<file path="src/rtl/core/psxpft_pkg.sv">
package psxpft_pkg;

    localparam int unsigned BYTE_W     = 8;
    localparam int unsigned BTN_W      = 16;
    localparam int unsigned AXIS_W     = 16;
    localparam int unsigned CFG_IDX_W  = 1;

    localparam logic [BYTE_W-1:0] ID_DIGITAL     = 8'h41;
    localparam logic [BYTE_W-1:0] ID_ANALOG_RED  = 8'h53;
    localparam logic [BYTE_W-1:0] ID_ANALOG_GRN  = 8'h73;
    localparam logic [BYTE_W-1:0] AXIS_CENTER    = 8'h80;
    localparam logic [BYTE_W-1:0] INVALID_LIMIT_RST = 8'd8;

    typedef enum logic {
        OP_FRAME = 1'b0,
        OP_READ  = 1'b1
    } op_t;

    typedef enum logic [CFG_IDX_W-1:0] {
        CFG_ANALOG_ENABLE = 1'b0,
        CFG_INVALID_LIMIT = 1'b1
    } cfg_idx_t;

    typedef struct packed {
        logic              analog_enable;
        logic [BYTE_W-1:0] invalid_limit;
    } cfg_t;

    typedef struct packed {
        op_t               op;
        logic [BYTE_W-1:0] id_byte;
        logic [BYTE_W-1:0] btn_low_byte;
        logic [BYTE_W-1:0] btn_high_byte;
        logic [BYTE_W-1:0] right_x_byte;
        logic [BYTE_W-1:0] right_y_byte;
        logic [BYTE_W-1:0] left_x_byte;
        logic [BYTE_W-1:0] left_y_byte;
    } item_t;

    typedef struct packed {
        logic signed [AXIS_W-1:0] left_x;
        logic signed [AXIS_W-1:0] left_y;
        logic signed [AXIS_W-1:0] right_x;
        logic signed [AXIS_W-1:0] right_y;
    } axes_t;

    typedef struct packed {
        op_t              op;
        logic             valid_id;
        logic [BTN_W-1:0] buttons;
        axes_t            axes;
    } frame_t;

    typedef struct packed {
        logic             try_alternate;
        logic             select_line;
        logic             frame_ok;
        logic [BTN_W-1:0] held_buttons;
        logic [BTN_W-1:0] pressed_edges;
        logic [BTN_W-1:0] released_edges;
        axes_t            axes;
    } result_t;

    function automatic logic signed [AXIS_W-1:0] center_axis(input logic [BYTE_W-1:0] raw);
        logic [BYTE_W-1:0] flipped;
        flipped = raw ^ AXIS_CENTER;
        return signed'({flipped, {(AXIS_W-BYTE_W){1'b0}}});
    endfunction

endpackage

</file>
<file path="src/rtl/core/psxpft_decode.sv">
module psxpft_decode (
    input  psxpft_pkg::item_t  item,
    input  logic               analog_enable,
    output psxpft_pkg::frame_t frame
);
    import psxpft_pkg::*;

    logic analog_id;

    always_comb
    begin
        analog_id      = (item.id_byte == ID_ANALOG_RED) || (item.id_byte == ID_ANALOG_GRN);
        frame.op       = item.op;
        frame.valid_id = analog_id || (item.id_byte == ID_DIGITAL);
        frame.buttons  = ~{item.btn_high_byte, item.btn_low_byte};
        frame.axes     = '0;
        if (analog_enable && analog_id)
        begin
            frame.axes.left_x  = center_axis(item.left_x_byte);
            frame.axes.left_y  = center_axis(item.left_y_byte);
            frame.axes.right_x = center_axis(item.right_x_byte);
            frame.axes.right_y = center_axis(item.right_y_byte);
        end
    end

endmodule

</file>
<file path="src/rtl/core/psxpft_state.sv">
module psxpft_state (
    input  logic                clk,
    input  logic                rst_n,
    input  logic                step,
    input  psxpft_pkg::frame_t  frame,
    input  psxpft_pkg::cfg_t    cfg,
    output psxpft_pkg::result_t result
);
    import psxpft_pkg::*;

    logic              line_reg, line_next;
    logic              lock_reg, lock_next;
    logic              probing_reg, probing_next;
    logic [BYTE_W-1:0] streak_reg, streak_next;
    logic [BTN_W-1:0]  buttons_reg, buttons_next;
    logic [BTN_W-1:0]  press_reg, press_next;
    logic [BTN_W-1:0]  release_reg, release_next;
    axes_t             axes_reg, axes_next;

    logic              below_limit;
    logic              do_commit;
    logic [BTN_W-1:0]  commit_buttons;
    axes_t             commit_axes;
    logic [BTN_W-1:0]  press_rep;
    logic [BTN_W-1:0]  release_rep;

    always_comb
    begin
        line_next      = line_reg;
        lock_next      = lock_reg;
        probing_next   = probing_reg;
        streak_next    = streak_reg;
        below_limit    = streak_reg < cfg.invalid_limit;
        do_commit      = 1'b0;
        commit_buttons = frame.buttons;
        commit_axes    = frame.axes;

        if (frame.op == OP_FRAME)
        begin
            if (frame.valid_id)
            begin
                line_next    = line_reg ^ probing_reg;
                probing_next = 1'b0;
                lock_next    = 1'b1;
                streak_next  = '0;
                do_commit    = 1'b1;
            end
            else if (!probing_reg)
            begin
                if (lock_reg && below_limit)
                begin
                    streak_next = streak_reg + 1'b1;
                end
                else
                begin
                    lock_next    = 1'b0;
                    probing_next = 1'b1;
                end
            end
            else
            begin
                probing_next = 1'b0;
                if (below_limit)
                begin
                    streak_next = streak_reg + 1'b1;
                end
                else
                begin
                    do_commit      = 1'b1;
                    commit_buttons = '0;
                    commit_axes    = '0;
                end
            end
        end

        buttons_next = buttons_reg;
        axes_next    = axes_reg;
        press_rep    = press_reg;
        release_rep  = release_reg;
        if (do_commit)
        begin
            press_rep    = press_reg | (commit_buttons & ~buttons_reg);
            release_rep  = release_reg | (~commit_buttons & buttons_reg);
            buttons_next = commit_buttons;
            axes_next    = commit_axes;
        end

        result.try_alternate  = probing_next;
        result.select_line    = line_next ^ probing_next;
        result.frame_ok       = (frame.op == OP_FRAME) && frame.valid_id;
        result.held_buttons   = buttons_next;
        result.pressed_edges  = press_rep;
        result.released_edges = release_rep;
        result.axes           = axes_next;

        press_next   = (frame.op == OP_READ) ? '0 : press_rep;
        release_next = (frame.op == OP_READ) ? '0 : release_rep;
    end

    always_ff @(posedge clk or negedge rst_n)
    begin
        if (!rst_n)
        begin
            line_reg    <= 1'b0;
            lock_reg    <= 1'b0;
            probing_reg <= 1'b0;
            streak_reg  <= '0;
            buttons_reg <= '0;
            press_reg   <= '0;
            release_reg <= '0;
            axes_reg    <= '0;
        end
        else if (step)
        begin
            line_reg    <= line_next;
            lock_reg    <= lock_next;
            probing_reg <= probing_next;
            streak_reg  <= streak_next;
            buttons_reg <= buttons_next;
            press_reg   <= press_next;
            release_reg <= release_next;
            axes_reg    <= axes_next;
        end
    end

endmodule

</file>
<file path="src/rtl/core/psx_pad_frame_tracker_unit.sv">
// Pad poll-frame tracker. Each request is either one frame attempt (ID byte, two
// active-low button bytes, four stick bytes) or a read (op = 1) that reports the
// state and clears the press/release edge latches. Every request yields exactly
// one result. Throughput is one request per cycle while the output is not stalled;
// the request sits in the input register while the state update runs, and the result
// register loads as the request advances. in_ready follows out_ready combinationally
// through the two-entry pipeline. Write cfg_index 0 (analog_enable, bit 0 of cfg_data)
// or 1 (invalid_limit) only while no request is in flight; writes are always taken.
module psx_pad_frame_tracker_unit (
    input  logic                                    clk,
    input  logic                                    rst_n,

    input  logic                                    in_valid,
    output logic                                    in_ready,
    input  logic                                    op,
    input  logic [psxpft_pkg::BYTE_W-1:0]           id_byte,
    input  logic [psxpft_pkg::BYTE_W-1:0]           btn_low_byte,
    input  logic [psxpft_pkg::BYTE_W-1:0]           btn_high_byte,
    input  logic [psxpft_pkg::BYTE_W-1:0]           right_x_byte,
    input  logic [psxpft_pkg::BYTE_W-1:0]           right_y_byte,
    input  logic [psxpft_pkg::BYTE_W-1:0]           left_x_byte,
    input  logic [psxpft_pkg::BYTE_W-1:0]           left_y_byte,

    output logic                                    out_valid,
    input  logic                                    out_ready,
    output logic                                    try_alternate,
    output logic                                    select_line,
    output logic                                    frame_ok,
    output logic [psxpft_pkg::BTN_W-1:0]            held_buttons,
    output logic [psxpft_pkg::BTN_W-1:0]            pressed_edges,
    output logic [psxpft_pkg::BTN_W-1:0]            released_edges,
    output logic signed [psxpft_pkg::AXIS_W-1:0]    axis_left_x,
    output logic signed [psxpft_pkg::AXIS_W-1:0]    axis_left_y,
    output logic signed [psxpft_pkg::AXIS_W-1:0]    axis_right_x,
    output logic signed [psxpft_pkg::AXIS_W-1:0]    axis_right_y,

    input  logic                                    cfg_valid,
    output logic                                    cfg_ready,
    input  logic [psxpft_pkg::CFG_IDX_W-1:0]        cfg_index,
    input  logic [psxpft_pkg::BYTE_W-1:0]           cfg_data
);
    import psxpft_pkg::*;

    cfg_t    cfg_reg;
    item_t   item_reg;
    logic    item_valid_reg;
    result_t result_reg;
    logic    out_valid_reg;

    frame_t  frame;
    result_t result;
    logic    advance;

    assign cfg_ready = 1'b1;
    assign advance   = item_valid_reg && (!out_valid_reg || out_ready);
    assign in_ready  = !item_valid_reg || advance;

    always_ff @(posedge clk or negedge rst_n)
    begin
        if (!rst_n)
        begin
            cfg_reg.analog_enable <= 1'b1;
            cfg_reg.invalid_limit <= INVALID_LIMIT_RST;
        end
        else if (cfg_valid && cfg_ready)
        begin
            case (cfg_index)
                CFG_ANALOG_ENABLE: cfg_reg.analog_enable <= cfg_data[0];
                CFG_INVALID_LIMIT: cfg_reg.invalid_limit <= cfg_data;
                default:           cfg_reg <= cfg_reg;
            endcase
        end
    end

    always_ff @(posedge clk or negedge rst_n)
    begin
        if (!rst_n)
        begin
            item_valid_reg <= 1'b0;
            out_valid_reg  <= 1'b0;
        end
        else
        begin
            if (in_ready)
            begin
                item_valid_reg <= in_valid;
            end
            if (advance)
            begin
                out_valid_reg <= 1'b1;
            end
            else if (out_ready)
            begin
                out_valid_reg <= 1'b0;
            end
        end
    end

    always_ff @(posedge clk)
    begin
        if (in_valid && in_ready)
        begin
            item_reg <= '{op:            op_t'(op),
                          id_byte:       id_byte,
                          btn_low_byte:  btn_low_byte,
                          btn_high_byte: btn_high_byte,
                          right_x_byte:  right_x_byte,
                          right_y_byte:  right_y_byte,
                          left_x_byte:   left_x_byte,
                          left_y_byte:   left_y_byte};
        end
        if (advance)
        begin
            result_reg <= result;
        end
    end

    psxpft_decode u_decode (
        .item          (item_reg),
        .analog_enable (cfg_reg.analog_enable),
        .frame         (frame)
    );

    psxpft_state u_state (
        .clk    (clk),
        .rst_n  (rst_n),
        .step   (advance),
        .frame  (frame),
        .cfg    (cfg_reg),
        .result (result)
    );

    assign out_valid      = out_valid_reg;
    assign try_alternate  = result_reg.try_alternate;
    assign select_line    = result_reg.select_line;
    assign frame_ok       = result_reg.frame_ok;
    assign held_buttons   = result_reg.held_buttons;
    assign pressed_edges  = result_reg.pressed_edges;
    assign released_edges = result_reg.released_edges;
    assign axis_left_x    = result_reg.axes.left_x;
    assign axis_left_y    = result_reg.axes.left_y;
    assign axis_right_x   = result_reg.axes.right_x;
    assign axis_right_y   = result_reg.axes.right_y;

endmodule

</file>
<file path="config.mk">
export PLATFORM = sky130hd
export DESIGN_NAME = psx_pad_frame_tracker_unit
export DESIGN_NICKNAME = d
export VERILOG_FILES = /design/src/rtl/core/psxpft_pkg.sv /design/src/rtl/core/psxpft_decode.sv /design/src/rtl/core/psxpft_state.sv /design/src/rtl/core/psx_pad_frame_tracker_unit.sv
export SDC_FILE = /design/constraint.sdc
export NUM_CORES = 1
export LEC_CHECK = 0
export BUFFER_PORTS_ARGS = -buffer_cell sky130_fd_sc_hd__buf_2
export CORE_MARGIN = 3
export CORE_UTILIZATION = 35
export CTS_BUF_LIST = sky130_fd_sc_hd__clkbuf_4 sky130_fd_sc_hd__clkbuf_8
export DETAILED_ROUTE_END_ITERATION = 8
export GPL_TIMING_DRIVEN = 0
export PLACE_DENSITY = 0.64
export SLEW_MARGIN = 20
export SYNTH_ARGS = -nofsm -noshare
export SYNTH_HDL_FRONTEND = slang
export SYNTH_SLANG_ARGS = --single-unit
</file>
<file path="constraint.sdc">
create_clock -name clk -period 11.53 [get_ports clk]
set_input_delay 0.5765 -clock clk [delete_from_list [all_inputs] [get_ports clk]]
set_output_delay 0.5765 -clock clk [all_outputs]
set_load 0.005 [all_outputs]
</file>
==> metrics.txt <==
Overflow after GRT 0; initial core utilization 35.78%; Avg WL per Cell 20.26 um; Final HPWL DP 23950 um; first-pass GRT wire length 54690 um; Fillers 3310; CTS tree built; Sink Count between 300 and 400; achievable frequency 333.3 MHz; Async SR Flop Fraction 43.79%; Root Driver clkbuf_8; number of port buffers 187; Final ANT Viol Nets 0; GP Congestion 0.8448; Post-CTS Setup Bufs 0; via count about 9400; synthesized area 12820 um^2; largest net degree at the start of global routing 77; Highest Signal Layer met4; Area growth syn-to-layout 21.47%; CP Launch Type flop; NumNets Final roughly 1300; Pwr Density 179.9 nW/um^2; max-slew violation count 0; flops & latches, synth between 300 and 400; Total GRT Usage approximately 18%; initial DRC count between 800 and 900; Peak VDD IR between 0.00007 and 0.00008 V; synthesis warning total 0; post-layout util 43.47%; Post-CTS Resized 0; Critical Path RT 11.85 ns; top cell type by total area after synthesis edfxtp_1; n_diodes 0; DRT Pass-1 Iters 5; share of layout cells above drive strength 1 a little over a quarter; Met3 Wirelength 2541 um; DIE HEIGHT 197.4 um; Cells after Synth 984; max_slew headroom 24.12%; cts bufs inserted between 50 and 60; Largest register FFs 64; Crit Path Max Fanout 10; final clock period utilization by the worst path 26.02%; Slew @ Worst Pin 1.110 ns; met2 wire length ~16000 um; Hold Violations, Final 0; Clock Pin Slew Worst Setup and Hold Paths approximately 0.060 ns; Die W 197.4 um; Avg Cell Area, Syn 13.03 um^2; Rows ~70; DRC viols 0; Core Area approximately 36000 um^2; crit path DAT 3.32 ns; Die Area 38960 um^2; unrepaired setup endpoints after global routing no; synthesized net count 1063; IO Count 189; Cell variety after synth 59; crit path time final 3.001 ns; Max-cap violations 0; Crit Path Category reg2reg; Leakage Power around 6.6 nW; Max Clock Skew 0.02048 ns; Primary FF master, synth edfxtp_1; routed wire length 35150 um; register area share after synthesis around two thirds; Max Root-Sink Buffers 3; Synth top area share 40.28%; initial antenna violation count 0; Met1 Wirelength roughly 15000 um; ranking of synthesized cells by area edfxtp_1 40%, dfrtp_1 26%, o211ai_1 3.4%, and2_1 2.8%, nand2_1 2.6%; setup violators final 0; vias per cell approximately 5.4; Finished Layout Cells 1735; EDFF count, synth 172; final setup TNS 0 ns; status finished, final reports clean; Hold Crit Class in2reg; clk_lat worst skew ~0.63 ns; vias in the first global route 9583; H-tree depth 2; CP Capture Type flop; placed cell count 1638
==> placed cells by master, fill, tap and decap left out, drive strengths merged, types with 18 or more instances in the layout <==
master	instances
o21ai	45
edfxtp	172
buf	224
o22ai	18
clkbuf	116
nand2	93
inv	28
clkinv	20
nor2	30
mux2	21
nand3	41
a21boi	32
o211ai	58
a32oi	21
or4	20
and2	57
dfrtp	132
==> stage by stage <==
stage               total power [W]  instance area [um^2]  worst slack [ns]  hold WS (ns)
floorplan                  0.001606                 12820             4.631        0.2809
global placement           0.001791                 14330             1.294        0.4624
detailed placement         0.001801                 14480             8.572        0.4645
CTS                        0.002831                 15570             8.533       0.08391
global route               0.002939                 15570             8.362       0.08964
finish                     0.002801                 15570             8.529        0.1256
==> cells in the mapped netlist (all sizes together), types with 8 or more instances <==
cell type  instances
a21boi            32
a21o              16
a221o             16
a22o              16
a32oi             21
a41oi             16
and2              57
buf               31
clkbuf            46
dfrtp            132
edfxtp           172
ha                 8
inv               28
mux2              21
nand2             93
nand3             41
nand4              9
nor2              30
o211ai            58
o21ai             45
o221ai            16
o22ai             18
or4               20
==> final cells by class <==
class                           instances  area, um^2  area share [%]
Sequential cell                       306        8521           54.71
Multi-Input combinational cell        573        3831           24.60
Timing Repair Buffer                  194        1084           6.957
Clock buffer                           70       875.8           5.624
Tap cell                              461       576.8           3.704
Buffer                                 77       374.1           2.402
Clock inverter                         26       206.4           1.326
Inverter                               28       105.1          0.6749
==> timing repair <==
| item | CTS | global route |
|---|---|---|
| setup endpoints to repair | 0 | 0 |
| endpoints found under the hold margin | 75 | 0 |
| hold buffers | 1 | 0 |
==> where the power goes <==
part	switching, W	internal [W]	leakage (nW)
sequential	0.0000680	0.00127	3.50
clock	0.000454	0.000562	0.570
combinational	0.000294	0.000151	2.51
total	0.000816	0.00199	6.58
==> cells by family (layout without fill, tap and decap cells) <==
family,count (synthesis),in the layout,synth area share [%]
XOR/XNOR,2,2,0.1367
buffers and inverters,105,395,3.738
multiplexers,21,21,1.844
other,1,1,0.02925
adder cells (fa/ha/maj),8,8,0.7807
AND/OR/NAND/NOR,269,269,10.78
AO/OA/AOI/OAI,272,272,16.23
flip-flops,306,306,66.46
==> worst paths after layout <==
check	startpoint	endpoint	slack [ns]	cells after the start
min in group asynchronous	rst_n	u_state.release_reg[7]	0.52	2
setup reg to reg	u_state.streak_reg[4]	held_buttons[12]	8.53	8
max in group asynchronous	rst_n	cfg_reg[8]	10.23	3
hold reg to reg	u_state.axes_reg[49]	u_state.axes_reg[49]	0.48	1
setup / recovery	u_state.streak_reg[4]	held_buttons[12]	8.53	8
hold / removal	id_byte[0]	item_reg[48]	0.13	1
==> worst max-delay path, cell delays in order (launching register included) <==
cell      delay [ns]
dfrtp_1         0.48
ha_1            0.32
nand4_1         0.09
nor2_1          0.27
a211oi_4        0.17
o21ai_1         0.43
buf_2           0.39
buf_2           0.34
o221ai_1        0.19
==> metal layers <==
| layer | track usage (%) | up-vias |
|---|---|---|
| li1 | - | 4261 |
| met1 | 25.10 | 4631 |
| met2 | 28.00 | 403 |
| met3 | 3.599 | 70 |
| met4 | 7.022 | 0 |
| met5 | 0 | - |
(Power assumes the default switching activity.)
